==> src/sstr_pkg.sv <==
`timescale 1ns / 1ps
// ---------------------------------------------------------------------------
// sstr_pkg
// Types, geometry constants and lookup functions shared by the seven-segment
// timer rectangle renderer.
// ---------------------------------------------------------------------------
package sstr_pkg;

	// display command codes
	localparam logic CMD_CLEAR = 1'b0;
	localparam logic CMD_FILL  = 1'b1;

	// op codes of an input word
	localparam logic OP_SHOW    = 1'b0;
	localparam logic OP_REPAINT = 1'b1;

	// digit geometry
	localparam int DIGIT_TOP = 4;
	localparam int DIGIT_W   = 26;
	localparam int DIGIT_H   = 56;
	localparam int BAR       = 5;
	localparam int VBAR_LEN  = 20;
	localparam int HBAR_LEN  = 16;
	localparam int MID_TOP   = DIGIT_TOP + DIGIT_H / 2 - BAR / 2;
	localparam int LOW_TOP   = MID_TOP + BAR;
	localparam int UPPER_TOP = DIGIT_TOP + BAR;
	localparam int RIGHT_OFF = DIGIT_W - BAR;

	localparam logic [6:0] TENS_LEFT   = 7'd14;
	localparam logic [6:0] ONES_LEFT   = 7'd44;
	localparam logic [6:0] TENTHS_LEFT = 7'd86;
	localparam logic [6:0] DOT_LEFT    = 7'd75;
	localparam logic [5:0] DOT_TOP     = 6'd52;
	localparam logic [6:0] DOT_SIDE    = 7'd7;

	// command slots of one repaint: clear, tens, ones, dot, tenths
	localparam logic [4:0] SLOT_CLEAR     = 5'd0;
	localparam logic [4:0] SLOT_TENS      = 5'd1;
	localparam logic [4:0] SLOT_ONES      = 5'd8;
	localparam logic [4:0] SLOT_DOT       = 5'd15;
	localparam logic [4:0] SLOT_TENTHS    = 5'd16;
	localparam logic [4:0] SLOT_FINAL     = 5'd22;

	// reciprocal constants for the dividers
	localparam logic [17:0] RECIP_100 = 18'd167773;  // 2^24 / 100, rounded up
	localparam logic [7:0]  RECIP_10  = 8'd205;      // 2^11 / 10, rounded up

	typedef enum logic [2:0] {
		ST_IDLE,
		ST_DIV,
		ST_CHECK,
		ST_DIGIT,
		ST_ONES,
		ST_EMIT
	} state_t;

	typedef struct packed {
		logic [4:0] x_off;
		logic [5:0] y;
		logic [6:0] w;
		logic [5:0] h;
	} seg_rect_t;

	typedef struct packed {
		logic       command;
		logic [6:0] rect_x;
		logic [5:0] rect_y;
		logic [6:0] rect_width;
		logic [5:0] rect_height;
		logic       last;
	} draw_word_t;

	typedef struct packed {
		logic       capture;
		logic       set_repaint;
		logic       divide;
		logic       commit;
		logic       digits;
		logic       ones;
		logic       load_out;
		logic [4:0] slot;
	} dp_cmd_t;

	typedef struct packed {
		logic changed;
		logic lit;
		logic can_load;
	} dp_sts_t;

	// segment bits, A in bit 0 through G in bit 6
	function automatic logic [6:0] seg_mask(input logic [3:0] digit);
		logic [6:0] m;
		unique case (digit)
			4'd0:    m = 7'h3F;
			4'd1:    m = 7'h06;
			4'd2:    m = 7'h5B;
			4'd3:    m = 7'h4F;
			4'd4:    m = 7'h66;
			4'd5:    m = 7'h6D;
			4'd6:    m = 7'h7D;
			4'd7:    m = 7'h07;
			4'd8:    m = 7'h7F;
			4'd9:    m = 7'h6F;
			default: m = 7'h00;
		endcase
		return m;
	endfunction

	function automatic seg_rect_t seg_rect(input logic [2:0] seg);
		seg_rect_t r;
		unique case (seg)
			3'd0:    r = '{5'(BAR), 6'(DIGIT_TOP), 7'(HBAR_LEN), 6'(BAR)};
			3'd1:    r = '{5'(RIGHT_OFF), 6'(UPPER_TOP), 7'(BAR), 6'(VBAR_LEN)};
			3'd2:    r = '{5'(RIGHT_OFF), 6'(LOW_TOP), 7'(BAR), 6'(VBAR_LEN)};
			3'd3:    r = '{5'(BAR), 6'(DIGIT_TOP + DIGIT_H - BAR), 7'(HBAR_LEN), 6'(BAR)};
			3'd4:    r = '{5'd0, 6'(LOW_TOP), 7'(BAR), 6'(VBAR_LEN)};
			3'd5:    r = '{5'd0, 6'(UPPER_TOP), 7'(BAR), 6'(VBAR_LEN)};
			3'd6:    r = '{5'(BAR), 6'(MID_TOP), 7'(HBAR_LEN), 6'(BAR)};
			default: r = '0;
		endcase
		return r;
	endfunction

endpackage

==> src/sstr_in_if.sv <==
`timescale 1ns / 1ps
// ---------------------------------------------------------------------------
// sstr_in_if
// Valid/ready channel carrying timer words into the renderer.
// ---------------------------------------------------------------------------
interface sstr_in_if;
	logic        valid;
	logic        ready;
	logic        operation;
	logic [31:0] time_ms;

	modport source (output valid, output operation, output time_ms, input ready);
	modport sink (input valid, input operation, input time_ms, output ready);
endinterface

==> src/sstr_out_if.sv <==
`timescale 1ns / 1ps
// ---------------------------------------------------------------------------
// sstr_out_if
// Valid/ready channel carrying draw command words out of the renderer.
// ---------------------------------------------------------------------------
interface sstr_out_if;
	logic       valid;
	logic       ready;
	logic       command;
	logic [6:0] rect_x;
	logic [5:0] rect_y;
	logic [6:0] rect_width;
	logic [5:0] rect_height;
	logic       last;

	modport source (
		output valid, output command, output rect_x, output rect_y,
		output rect_width, output rect_height, output last, input ready
	);
	modport sink (
		input valid, input command, input rect_x, input rect_y,
		input rect_width, input rect_height, input last, output ready
	);
endinterface

==> src/seven_segment_timer_rect_renderer.sv <==
`timescale 1ns / 1ps
// ---------------------------------------------------------------------------
// seven_segment_timer_rect_renderer
// Turns elapsed milliseconds into clear and fill-rectangle commands that draw
// a three-digit seven-segment seconds display with a decimal dot.
// ---------------------------------------------------------------------------
// usage
//   timer: one word per timer event. operation show converts time_ms to
//   deciseconds (saturating at MAX_DECISECONDS); operation repaint only arms
//   a repaint for the next show and produces nothing.
//   draw: up to 23 command words per repaint, a clear first, the final word
//   flagged with last. A show that leaves the value unchanged with no repaint
//   armed produces nothing.
// timing
//   timer.ready is high only while the sequencer is idle, so no new word is
//   taken until a repaint is through. A show steps through the conversion
//   states DIV, CHECK, DIGIT and ONES and then walks the command slots, one
//   slot per cycle while draw does not stall; a show with no change returns
//   to idle after CHECK, and a repaint word leaves the sequencer idle. Every
//   command word passes through the single output register.
// reset and stall
//   reset arms a repaint and clears the shown value. When draw stalls the
//   current word holds in the output register and the slot walk pauses on
//   the next lit slot until the word is taken.
// ---------------------------------------------------------------------------
module seven_segment_timer_rect_renderer #(
	parameter int MAX_DECISECONDS = 999
) (
	input logic        clk,
	input logic        arst_n,
	sstr_in_if.sink    timer,
	sstr_out_if.source draw
);

	sstr_pkg::dp_cmd_t    cmd;
	sstr_pkg::dp_sts_t    sts;
	sstr_pkg::draw_word_t word;

	sstr_ctrl u_ctrl (
		.clk         (clk),
		.arst_n      (arst_n),
		.timer_valid (timer.valid),
		.timer_op    (timer.operation),
		.timer_ready (timer.ready),
		.sts         (sts),
		.cmd         (cmd)
	);

	sstr_datapath #(
		.MAX_DECISECONDS (MAX_DECISECONDS)
	) u_datapath (
		.clk        (clk),
		.arst_n     (arst_n),
		.time_ms    (timer.time_ms),
		.cmd        (cmd),
		.sts        (sts),
		.out_ready  (draw.ready),
		.out_valid  (draw.valid),
		.out_word   (word)
	);

	assign draw.command     = word.command;
	assign draw.rect_x      = word.rect_x;
	assign draw.rect_y      = word.rect_y;
	assign draw.rect_width  = word.rect_width;
	assign draw.rect_height = word.rect_height;
	assign draw.last        = word.last;

endmodule

==> src/sstr_ctrl.sv <==
`timescale 1ns / 1ps
// ---------------------------------------------------------------------------
// sstr_ctrl
// Sequencer: takes a timer word, steps the datapath through the conversion
// and walks the command slots of a repaint.
// ---------------------------------------------------------------------------
module sstr_ctrl (
	input  logic              clk,
	input  logic              arst_n,
	input  logic              timer_valid,
	input  logic              timer_op,
	output logic              timer_ready,
	input  sstr_pkg::dp_sts_t sts,
	output sstr_pkg::dp_cmd_t cmd
);

	sstr_pkg::state_t state_q;
	sstr_pkg::state_t state_nxt;
	logic [4:0]       slot_q;
	logic             accept;
	logic             slot_done;

	assign accept    = timer_valid && (state_q == sstr_pkg::ST_IDLE);
	// a slot is done when unlit, or when its word goes into the output register
	assign slot_done = !sts.lit || sts.can_load;

	always_comb begin
		state_nxt = state_q;
		unique case (state_q)
			sstr_pkg::ST_IDLE: begin
				if (accept && timer_op == sstr_pkg::OP_SHOW) state_nxt = sstr_pkg::ST_DIV;
			end
			sstr_pkg::ST_DIV: state_nxt = sstr_pkg::ST_CHECK;
			sstr_pkg::ST_CHECK: begin
				state_nxt = sts.changed ? sstr_pkg::ST_DIGIT : sstr_pkg::ST_IDLE;
			end
			sstr_pkg::ST_DIGIT: state_nxt = sstr_pkg::ST_ONES;
			sstr_pkg::ST_ONES: state_nxt = sstr_pkg::ST_EMIT;
			sstr_pkg::ST_EMIT: begin
				if (slot_done && slot_q == sstr_pkg::SLOT_FINAL) state_nxt = sstr_pkg::ST_IDLE;
			end
			default: state_nxt = sstr_pkg::ST_IDLE;
		endcase
	end

	always_comb begin
		timer_ready     = (state_q == sstr_pkg::ST_IDLE);
		cmd             = '0;
		cmd.slot        = slot_q;
		cmd.capture     = accept && timer_op == sstr_pkg::OP_SHOW;
		cmd.set_repaint = accept && timer_op == sstr_pkg::OP_REPAINT;
		cmd.divide      = (state_q == sstr_pkg::ST_DIV);
		cmd.commit      = (state_q == sstr_pkg::ST_CHECK) && sts.changed;
		cmd.digits      = (state_q == sstr_pkg::ST_DIGIT);
		cmd.ones        = (state_q == sstr_pkg::ST_ONES);
		cmd.load_out    = (state_q == sstr_pkg::ST_EMIT) && sts.lit && sts.can_load;
	end

	always_ff @(posedge clk or negedge arst_n) begin
		if (!arst_n) begin
			state_q <= sstr_pkg::ST_IDLE;
			slot_q  <= sstr_pkg::SLOT_CLEAR;
		end else begin
			state_q <= state_nxt;
			if (state_q != sstr_pkg::ST_EMIT) begin
				slot_q <= sstr_pkg::SLOT_CLEAR;
			end else if (slot_done) begin
				slot_q <= slot_q + 5'd1;
			end
		end
	end

endmodule

==> src/sstr_datapath.sv <==
`timescale 1ns / 1ps
// ---------------------------------------------------------------------------
// sstr_datapath
// Millisecond to decisecond conversion, digit split, repaint state and
// the draw word output register.
// ---------------------------------------------------------------------------
module sstr_datapath #(
	parameter int MAX_DECISECONDS = 999
) (
	input  logic                 clk,
	input  logic                 arst_n,
	input  logic [31:0]          time_ms,
	input  sstr_pkg::dp_cmd_t    cmd,
	output sstr_pkg::dp_sts_t    sts,
	input  logic                 out_ready,
	output logic                 out_valid,
	output sstr_pkg::draw_word_t out_word
);

	localparam logic [31:0] SAT_MS  = 32'(100 * (MAX_DECISECONDS + 1));
	localparam logic [9:0]  DS_MAX  = 10'(MAX_DECISECONDS);

	logic                 repaint_q;
	logic [9:0]           shown_q;
	logic [16:0]          ms_q;
	logic                 sat_q;
	logic [9:0]           ds_q;
	logic [6:0]           secs_q;
	logic [3:0]           tens_q;
	logic [3:0]           ones_q;
	logic [3:0]           tenths_q;
	logic                 full_q;
	sstr_pkg::draw_word_t word_q;

	logic [34:0]          ds_prod;
	logic [17:0]          secs_prod;
	logic [14:0]          tens_prod;
	logic [9:0]           secs_x10;
	logic [6:0]           tens_x10;

	logic [3:0]           digit;
	logic [2:0]           seg;
	logic [6:0]           x_left;
	logic [4:0]           seg_off;
	logic                 is_clear;
	logic                 is_dot;
	logic                 is_tenths;
	logic [6:0]           mask;
	logic [6:0]           tenths_mask;
	logic [7:0]           above;
	sstr_pkg::seg_rect_t  rect;
	sstr_pkg::draw_word_t word_nxt;

	assign ds_prod   = ms_q * sstr_pkg::RECIP_100;
	assign secs_prod = ds_q * sstr_pkg::RECIP_10;
	assign tens_prod = secs_q * sstr_pkg::RECIP_10;
	assign secs_x10  = {secs_q, 3'b000} + {2'b00, secs_q, 1'b0};
	assign tens_x10  = {tens_q, 3'b000} + {2'b00, tens_q, 1'b0};

	// slot decode: which digit and segment the current slot stands for
	always_comb begin
		digit     = 4'd0;
		seg       = 3'd0;
		x_left    = 7'd0;
		is_clear  = 1'b0;
		is_dot    = 1'b0;
		is_tenths = 1'b0;
		priority if (cmd.slot == sstr_pkg::SLOT_CLEAR) begin
			is_clear = 1'b1;
		end else if (cmd.slot < sstr_pkg::SLOT_ONES) begin
			digit  = tens_q;
			seg    = 3'(cmd.slot - sstr_pkg::SLOT_TENS);
			x_left = sstr_pkg::TENS_LEFT;
		end else if (cmd.slot < sstr_pkg::SLOT_DOT) begin
			digit  = ones_q;
			seg    = 3'(cmd.slot - sstr_pkg::SLOT_ONES);
			x_left = sstr_pkg::ONES_LEFT;
		end else if (cmd.slot == sstr_pkg::SLOT_DOT) begin
			is_dot = 1'b1;
		end else begin
			digit     = tenths_q;
			seg       = 3'(cmd.slot - sstr_pkg::SLOT_TENTHS);
			x_left    = sstr_pkg::TENTHS_LEFT;
			is_tenths = 1'b1;
		end
	end

	always_comb begin
		mask        = sstr_pkg::seg_mask(digit);
		tenths_mask = sstr_pkg::seg_mask(tenths_q);
		rect        = sstr_pkg::seg_rect(seg);
		seg_off     = rect.x_off;
		// segments of the tenths digit after this one
		above       = {1'b0, tenths_mask} >> ({1'b0, seg} + 4'd1);
		word_nxt    = '0;
		if (is_clear) begin
			word_nxt.command = sstr_pkg::CMD_CLEAR;
		end else if (is_dot) begin
			word_nxt.command     = sstr_pkg::CMD_FILL;
			word_nxt.rect_x      = sstr_pkg::DOT_LEFT;
			word_nxt.rect_y      = sstr_pkg::DOT_TOP;
			word_nxt.rect_width  = sstr_pkg::DOT_SIDE;
			word_nxt.rect_height = 6'(sstr_pkg::DOT_SIDE);
		end else begin
			word_nxt.command     = sstr_pkg::CMD_FILL;
			word_nxt.rect_x      = x_left + {2'b00, seg_off};
			word_nxt.rect_y      = rect.y;
			word_nxt.rect_width  = rect.w;
			word_nxt.rect_height = rect.h;
			word_nxt.last        = is_tenths && (above == 8'd0);
		end
	end

	assign sts.changed  = repaint_q || (ds_q != shown_q);
	assign sts.lit      = is_clear || is_dot || mask[seg];
	assign sts.can_load = !full_q || out_ready;

	assign out_valid = full_q;
	assign out_word  = word_q;

	always_ff @(posedge clk or negedge arst_n) begin
		if (!arst_n) begin
			repaint_q <= 1'b1;
			shown_q   <= 10'd0;
			full_q    <= 1'b0;
		end else begin
			if (cmd.set_repaint) begin
				repaint_q <= 1'b1;
			end else if (cmd.commit) begin
				repaint_q <= 1'b0;
			end
			if (cmd.commit) shown_q <= ds_q;
			if (cmd.load_out) begin
				full_q <= 1'b1;
			end else if (out_ready) begin
				full_q <= 1'b0;
			end
		end
	end

	always_ff @(posedge clk) begin
		if (cmd.capture) begin
			ms_q  <= time_ms[16:0];
			sat_q <= (time_ms >= SAT_MS);
		end
		if (cmd.divide) ds_q <= sat_q ? DS_MAX : ds_prod[33:24];
		if (cmd.commit) secs_q <= secs_prod[17:11];
		if (cmd.digits) begin
			tenths_q <= 4'(ds_q - secs_x10);
			tens_q   <= tens_prod[14:11];
		end
		if (cmd.ones) ones_q <= 4'(secs_q - tens_x10);
		if (cmd.load_out) word_q <= word_nxt;
	end

endmodule

==> src/flat_wrapper.sv <==
// flat-port wrapper written by rule: the top's interface ports become plain ports
module seven_segment_timer_rect_renderer_flat 
#(
	parameter int MAX_DECISECONDS = 999
)
  (clk, arst_n, timer_valid, timer_operation, timer_time_ms, timer_ready, draw_valid, draw_command, draw_rect_x, draw_rect_y, draw_rect_width, draw_rect_height, draw_last, draw_ready);
  sstr_in_if timer_i ();
  sstr_out_if draw_i ();
  input logic clk;
  input logic arst_n;
  input wire logic [$bits(timer_i.valid)-1:0] timer_valid;
  input wire logic [$bits(timer_i.operation)-1:0] timer_operation;
  input wire logic [$bits(timer_i.time_ms)-1:0] timer_time_ms;
  output wire logic [$bits(timer_i.ready)-1:0] timer_ready;
  output wire logic [$bits(draw_i.valid)-1:0] draw_valid;
  output wire logic [$bits(draw_i.command)-1:0] draw_command;
  output wire logic [$bits(draw_i.rect_x)-1:0] draw_rect_x;
  output wire logic [$bits(draw_i.rect_y)-1:0] draw_rect_y;
  output wire logic [$bits(draw_i.rect_width)-1:0] draw_rect_width;
  output wire logic [$bits(draw_i.rect_height)-1:0] draw_rect_height;
  output wire logic [$bits(draw_i.last)-1:0] draw_last;
  input wire logic [$bits(draw_i.ready)-1:0] draw_ready;
  assign timer_i.valid = timer_valid;
  assign timer_i.operation = timer_operation;
  assign timer_i.time_ms = timer_time_ms;
  assign timer_ready = timer_i.ready;
  assign draw_valid = draw_i.valid;
  assign draw_command = draw_i.command;
  assign draw_rect_x = draw_i.rect_x;
  assign draw_rect_y = draw_i.rect_y;
  assign draw_rect_width = draw_i.rect_width;
  assign draw_rect_height = draw_i.rect_height;
  assign draw_last = draw_i.last;
  assign draw_i.ready = draw_ready;
  seven_segment_timer_rect_renderer #(.MAX_DECISECONDS(MAX_DECISECONDS)) u_core (.clk(clk), .arst_n(arst_n), .timer(timer_i), .draw(draw_i));
endmodule
==> config.mk <==
export PLATFORM = sky130hd
export DESIGN_NAME = seven_segment_timer_rect_renderer_flat
export DESIGN_NICKNAME = d
export VERILOG_FILES = /design/src/sstr_pkg.sv /design/src/sstr_in_if.sv /design/src/sstr_out_if.sv /design/src/seven_segment_timer_rect_renderer.sv /design/src/sstr_ctrl.sv /design/src/sstr_datapath.sv /design/src/flat_wrapper.sv
export SDC_FILE = /design/constraint.sdc
export NUM_CORES = 1
export LEC_CHECK = 0
export ABC_CLOCK_PERIOD_IN_PS = 17050
export BUFFER_PORTS_ARGS = -buffer_cell sky130_fd_sc_hd__buf_4
export CORE_MARGIN = 4
export CORE_UTILIZATION = 44
export CTS_BUF_LIST = sky130_fd_sc_hd__clkbuf_2
export DETAILED_ROUTE_END_ITERATION = 10
export PLACE_DENSITY = 0.59
export REMOVE_ABC_BUFFERS = 1
export SKIP_LAST_GASP = 1
export SLEW_MARGIN = 20
export SYNTH_ARGS = -nofsm -noshare
export SYNTH_HDL_FRONTEND = slang
export SYNTH_SLANG_ARGS = --single-unit
==> constraint.sdc <==
create_clock -name clk -period 17.05 [get_ports clk]
set_clock_uncertainty 0.05 [all_clocks]
set_input_delay 3.41 -clock clk [delete_from_list [all_inputs] [get_ports clk]]
set_output_delay 3.41 -clock clk [all_outputs]
set_load 0.05 [all_outputs]
# Word level (Yosys, flattened, before mapping)
# Memories as Yosys holds them, arrays and structs flattened. A register that Yosys moved wholly into a read port is not among the register bits.
# Index checks and enable logic that the tools add are counted.
[totals]
reg_bits = 95
latchBits = 0
ramBits = 0
romBits = 224
out_inout_bits = 30
elab_cells = 120
mem_count = 2
[op_classes]
addsub = 10
multipliers = 3
div = 0
n_lt_le_gt_ge = 4
eq_ne = 17
n_shift = 1
n_mux = 36
bitwise = 1
reduce_logical = 24
[memory_table]
columns = ["name", "words", "width", "rd", "rd_ports_with_merged_regs", "write_ports", "line", "source"]
rows = [
  ["(name not given)", 16, 7, 1, 0, 0, "sstr_pkg.sv:93", "unique case (digit)"],
  ["(name not given)", 16, 7, 1, 1, 0, "sstr_pkg.sv:93", ""],
]
[op_table]
columns = ["op", "n"]
rows = [
  ["$pmux W24 S7", 1],
  ["$mul A17 B18 Y34 const B", 1],
  ["$ge A32 B17 Y1 const B", 1],
  ["$mux W7", 4],
  ["$mux W26", 1],
  ["$mux W4", 5],
  ["$mul A10 B8 Y18 const B", 1],
  ["$mux W3", 6],
  ["$pmux W3 S6", 1],
  ["$eq A3 B3 Y1 const B", 5],
  ["$mul A7 B8 Y15 const B", 1],
  ["$mux W1", 14],
  ["$eq A3 B2 Y1 const B", 4],
  ["$lt A5 B4 Y1 const B", 2],
  ["$mux W5", 2],
  ["$ne A10 B10 Y1", 1],
  ["$sub A3 B1 Y3 const B", 3],
  ["$add A4 B4 Y4", 2],
  ["$logic_and A1 B1 Y1", 8],
  ["$logic_not A8 Y1", 1],
  ["$shr A7 B4 Y8", 1],
  ["$sub A4 B4 Y4", 2],
  ["$add A7 B5 Y7", 1],
  ["$eq A3 B1 Y1 const B", 2],
  ["18 further kinds", 26],
]

# Depth between registers and ports, before layout
# An unclocked memory read counts as a cell.
[depth]
word_depth = 14
ltp_mapped = 21
mapped_depth_nobuf = 21

# Hierarchy
# A second synthesis with hierarchy kept.
[hier_totals]
hier_cells = 1182
hier_area_um2 = 12140.4
[by_module_without_submodules]
columns = ["module", "instances", "cells_each", "area_each_um2", "seq_area_each_um2"]
rows = [
  ["sstr_datapath", 1, 1128, 11656.2, 2433.6],
  ["sstr_ctrl", 1, 54, 484.2, 200.2],
]

# Least setup slack after synthesis
# No wires, ideal clock.
[synth_timing]
path_type = "reg-to-reg"
startpoint = "register u_core.u_datapath.ms_q[3]"
endpoint = "register u_core.u_datapath.ds_q[9], data pin"
arrival_time_ns = 5.474
required_time_ns = 16.744
slack_ns = 11.270
path_stages_with_launch = 22
n_path_buf = 0
period_less_slack_ns = 5.780
cell_sequence = "edfxtp_1 -> fa_1 -> inv_1 -> fa_1 -> inv_1 -> fa_1 -> inv_1 -> fa_1 -> inv_1 -> fa_1 -> inv_1 -> fa_1 -> inv_1 -> ha_1 -> nand4_1 -> nor4_1 -> o211ai_1 -> o2111ai_1 -> a31oi_1 -> o31ai_1 -> xnor2_1 -> nand2b_1"
[synth_via]
elab_chain_len = 1
[synth_rtl]
columns = ["item", "line", "source"]
rows = [
  ["start, declared", "sstr_datapath.sv:25", "logic [16:0] ms_q;"],
  ["start signal, assigned", "sstr_datapath.sv:143", "ms_q <= time_ms[16:0];"],
  ["$mul A17 B18 Y34", "sstr_datapath.sv:54", "assign ds_prod = ms_q * sstr_pkg::RECIP_100;"],
  ["end signal, assigned", "sstr_datapath.sv:146", "if (cmd.divide) ds_q <= sat_q ? DS_MAX : ds_prod[33:24];"],
  ["end, declared", "sstr_datapath.sv:27", "logic [9:0] ds_q;"],
]
# Every way passes these cells.
# A chain may end at the register's enable or synchronous reset.

# Worst setup path in the final report
[layout_timing]
startpoint = "register u_core.u_datapath.ms_q[9]"
endpoint = "register u_core.u_datapath.ds_q[5], data pin"
# The elaborated chain is that of the path after synthesis.

==> results_dict.tcl <==
set metrics [dict create \
    cts_hold_buffers 0 \
    worstSkewPairLatency_ps 640 \
    post_synth.cell_area_avg_um2 10.3 \
    outcome "finished, final reports clean" \
    critical_path.endpoint_type "flip-flop" \
    cpPeakStageDelay_ps 740 \
    worstHoldPathType "flip-flop to flip-flop" \
    path_common_cell "sky130_fd_sc_hd__fa_1" \
    drtIter0Drc 335 \
    final_min_period_over_clock_period_pct 37.6 \
    cts-buffers-inserted 9 \
    synth_top_cells_by_area "sky130_fd_sc_hd__ha_1 (26%), sky130_fd_sc_hd__fa_1 (22%), sky130_fd_sc_hd__edfxtp_1 (17%)" \
    cp_slowest_cell "sky130_fd_sc_hd__edfxtp_1" \
    grt_start_max_net_pins 21 \
    cts.path.max_buffers 2 \
    rsz_0062_raised_after_global_routing "no" \
    post_synthesis_sequential_element_count 93 \
    post-synth-top-area-fraction_pct 26.1 \
    report.final.setup_viol 0 \
    path_max_fanout 8 \
    cts.root.buffer_cell "sky130_fd_sc_hd__clkbuf_2" \
    postCtsSetupBuffers 0 \
    start_util_pct 44.5 \
    synth-async-reset-ratio_pct 21.5 \
    cts_max_level 3 \
    die_x_um 173 \
    crit_path_start_kind "flip-flop" \
    worstMarginPinSlew_ps 879 \
    grtUsageMet1_pct 23.4 \
    drive_gt1_share_pct 8.05 \
    final.fill_count 2518 \
    site_rows 60 \
    antenna_violations_before_repair 1 \
    synth_warnings 0 \
    slew-limit-headroom_pct 41.2 \
    grt_use_total_pct 16.9 \
    synth_edf_count 67 \
    route.antenna.remaining_nets 0 \
    max_freq_ghz 0.156 \
    final_slew_viol_count 0 \
    io_buffer_count 61 \
    synth.largest_area_cell "sky130_fd_sc_hd__ha_1" \
    post-route-min-period_ps 6420 \
    synth_area_um2 11900 \
    nets 1642 \
    routed-via-count 7885 \
    place.gp.congestion 0.898 \
    first_pass_iters 5 \
    dieHeight_um 173 \
    grt_pass1_vias 8055 \
    die_area_um2 29800 \
    hpwlAfterDp_um 21000 \
    cap_viol_max_count 0 \
    yosysSeqAreaShare_pct 22.1 \
    cts-resized-gates 0 \
    grt_pass1_wl_um 40800 \
    wl_um 24300 \
    netlist_instances 1163 \
    synthFlopType "sky130_fd_sc_hd__edfxtp_1" \
    fin_setup_tns_ps 0 \
    clk_transition_reported_paths_ps 310 \
    critPathRequiredTime_ps 17490 \
    busiest_metal_layer_after_global_routing "met2" \
    final-hold-violation-count 0 \
    gr-usage-met2_pct 28.4 \
    ys_types 71 \
    worstSetupPathType "flip-flop to flip-flop" \
    cts_num_sinks 93 \
    drc 0 \
    critical_path.cell_chain "fa_1 > fa_1 > fa_1 > fa_1 > fa_1 > inv_1 > fa_1 > inv_1 > ha_1 > a211oi_1 > o21ai_0 > a21oi_1 > o2111ai_1 > a31oi_1 > o21bai_1 > a21oi_1 > mux2i_1" \
    overflow 0 \
    timing.critical_path.arrival_ps 6860 \
    tritoncts "yes" \
    syn2layout_area_growth_pct 8.02 \
    design.core.area_um2 26800 \
    grtUsageMet3_pct 3.04 \
    io-pin-count 67 \
    wl_per_cell_um 15.4 \
    avgViaCountPerCell 5.02 \
]
-- cell usage after synthesis, types with 3 or more instances --
| cell type | count |
|---|---|
| sky130_fd_sc_hd__a211oi_1 | 5 |
| sky130_fd_sc_hd__a21o_1 | 10 |
| sky130_fd_sc_hd__ha_1 | 249 |
| sky130_fd_sc_hd__edfxtp_1 | 67 |
| sky130_fd_sc_hd__a31oi_1 | 6 |
| sky130_fd_sc_hd__buf_2 | 5 |
| sky130_fd_sc_hd__or2_2 | 5 |
| sky130_fd_sc_hd__xor2_1 | 20 |
| sky130_fd_sc_hd__clkbuf_1 | 3 |
| sky130_fd_sc_hd__o21a_1 | 9 |
| sky130_fd_sc_hd__o22ai_1 | 5 |
| sky130_fd_sc_hd__nor3_1 | 15 |
| sky130_fd_sc_hd__and2_1 | 3 |
| sky130_fd_sc_hd__mux2i_1 | 5 |
| sky130_fd_sc_hd__o31ai_1 | 5 |
| sky130_fd_sc_hd__nand3_1 | 15 |
| sky130_fd_sc_hd__or3_1 | 6 |
| sky130_fd_sc_hd__nand2b_1 | 9 |
| sky130_fd_sc_hd__and3_1 | 7 |
| sky130_fd_sc_hd__buf_4 | 8 |
| sky130_fd_sc_hd__o21bai_1 | 4 |
| sky130_fd_sc_hd__nand2_1 | 58 |
| sky130_fd_sc_hd__xnor2_1 | 28 |
| sky130_fd_sc_hd__nand4_1 | 8 |
| sky130_fd_sc_hd__inv_1 | 292 |
| sky130_fd_sc_hd__nor4_1 | 9 |
| sky130_fd_sc_hd__dfrtp_1 | 19 |
| sky130_fd_sc_hd__o211ai_1 | 3 |
| sky130_fd_sc_hd__nor2b_1 | 5 |
| sky130_fd_sc_hd__nor2_1 | 45 |
| sky130_fd_sc_hd__fa_1 | 131 |
| sky130_fd_sc_hd__o21ai_0 | 19 |
| sky130_fd_sc_hd__dfxtp_1 | 6 |
| sky130_fd_sc_hd__a21oi_1 | 32 |
-- cell usage in the layout (no fill, tap or decap), drive strengths merged, types with 6 or more instances in the layout --
cell	instances
dfxtp	6
nor3	16
ha	249
a21oi	32
nand4	8
a21o	10
nor2	46
o31ai	6
dfrtp	19
or2	6
and3	7
fa	131
nor4	9
buf	63
o21ai	22
a31oi	6
or3	7
inv	297
xor2	20
o21a	9
nand3	15
edfxtp	67
nand2	58
xnor2	29
clkbuf	9
nand2b	10
-- cell type report --
type | instances | area [um^2] | area share [%]
timing repair buffer | 63 | 473 | 3.67
sequential | 93 | 2630 | 20.4
inverter | 293 | 1100 | 8.53
multi-input combinational | 765 | 8120 | 63.0
clock inverter | 7 | 88.8 | 0.689
clock buffer | 9 | 45.0 | 0.349
tap | 341 | 427 | 3.31
antenna | 1 | 2.50 | 0.0194
-- per-layer routing --
metal	part of all wire (%)	vias to the layer above
met5	0	-
met1	47	3814
met3	4.2	11
met2	48	145
met4	0.69	0
li1	-	3915
-- state kept, by name, summed over array words and instances (netlist names) --
register / flops
u_core.u_ctrl.slot_q: 5
u_core.u_datapath.out_word: 20
u_core.u_datapath.ms_q: 17
u_core.u_ctrl.state_q: 3
u_core.u_datapath.sat_q: 1
u_core.u_datapath.tenths_q: 4
u_core.u_datapath.ones_q: 4
u_core.u_datapath.repaint_q: 1
u_core.u_datapath.shown_q: 10
u_core.u_datapath.tenths_mask: 6
u_core.u_datapath.tens_q: 4
u_core.u_datapath.ds_q: 10
u_core.u_datapath.out_valid: 1
u_core.u_datapath.secs_q: 7
-- path summary, 6_finish.rpt --
| check | from | to | slack (ps) | cells past startpoint |
|---|---|---|---|---|
| worst max-delay path | u_core.u_datapath.ms_q[9]$_DFFE_PP_ | u_core.u_datapath.ds_q[5]$_SDFFCE_PP1P_ | 10630 | 17 |
| worst min-delay path | u_core.u_datapath.shown_q[7]$_DFFE_PN0P_ | u_core.u_datapath.shown_q[7]$_DFFE_PN0P_ | 490 | 2 |
| worst max register to register | u_core.u_datapath.ms_q[9]$_DFFE_PP_ | u_core.u_datapath.ds_q[5]$_SDFFCE_PP1P_ | 10630 | 17 |
| worst min register to register | u_core.u_datapath.shown_q[7]$_DFFE_PN0P_ | u_core.u_datapath.shown_q[7]$_DFFE_PN0P_ | 490 | 2 |
| max in group asynchronous | arst_n | u_core.u_datapath.repaint_q$_DFFE_PN1P_ | 14110 | 1 |
| min in group asynchronous | arst_n | u_core.u_ctrl.state_q[2]$_DFFE_PN0P_ | 2540 | 1 |
-- through the flow --
step | setup WS [ps] | area, um^2 | cells | utilization (%) | hold WS [ps]
finish | 10630 | 12900 | 1572 | 48.1 | 490
global route | 10210 | 12900 | 1572 | 48.1 | 511
CTS | 10600 | 12900 | 1571 | 48.1 | 497
detailed placement | 10660 | 12800 | 1555 | 47.6 | 437
global placement | 10760 | 12800 | 1555 | 47.6 | 429
floorplan | 11270 | 11900 | 1151 | - | 416
-- critical path: cells and delay by family (launching register included) --
family	cells	cell delay [ps]
adder cells (fa/ha/maj)	7	3450
AO/OA/AOI/OAI	7	1750
flip-flops	1	740
multiplexers	1	190
buffers and inverters	2	90
-- cell families (layout without fill, tap and decap cells) --
group | count (synthesis) | after routing | synth area share, %
mux | 5 | 5 | 0.419
compound gates | 130 | 130 | 7.62
flops | 93 | 93 | 22.1
fa+ha+maj | 380 | 380 | 48.1
simple gates | 196 | 196 | 8.07
xor+xnor | 49 | 49 | 3.66
buf+inv | 309 | 372 | 10.0
other cells | 1 | 6 | 0.0314
Power is not shown: default switching activity piles up to over one toggle a cycle in this logic, so the estimate is an artifact.
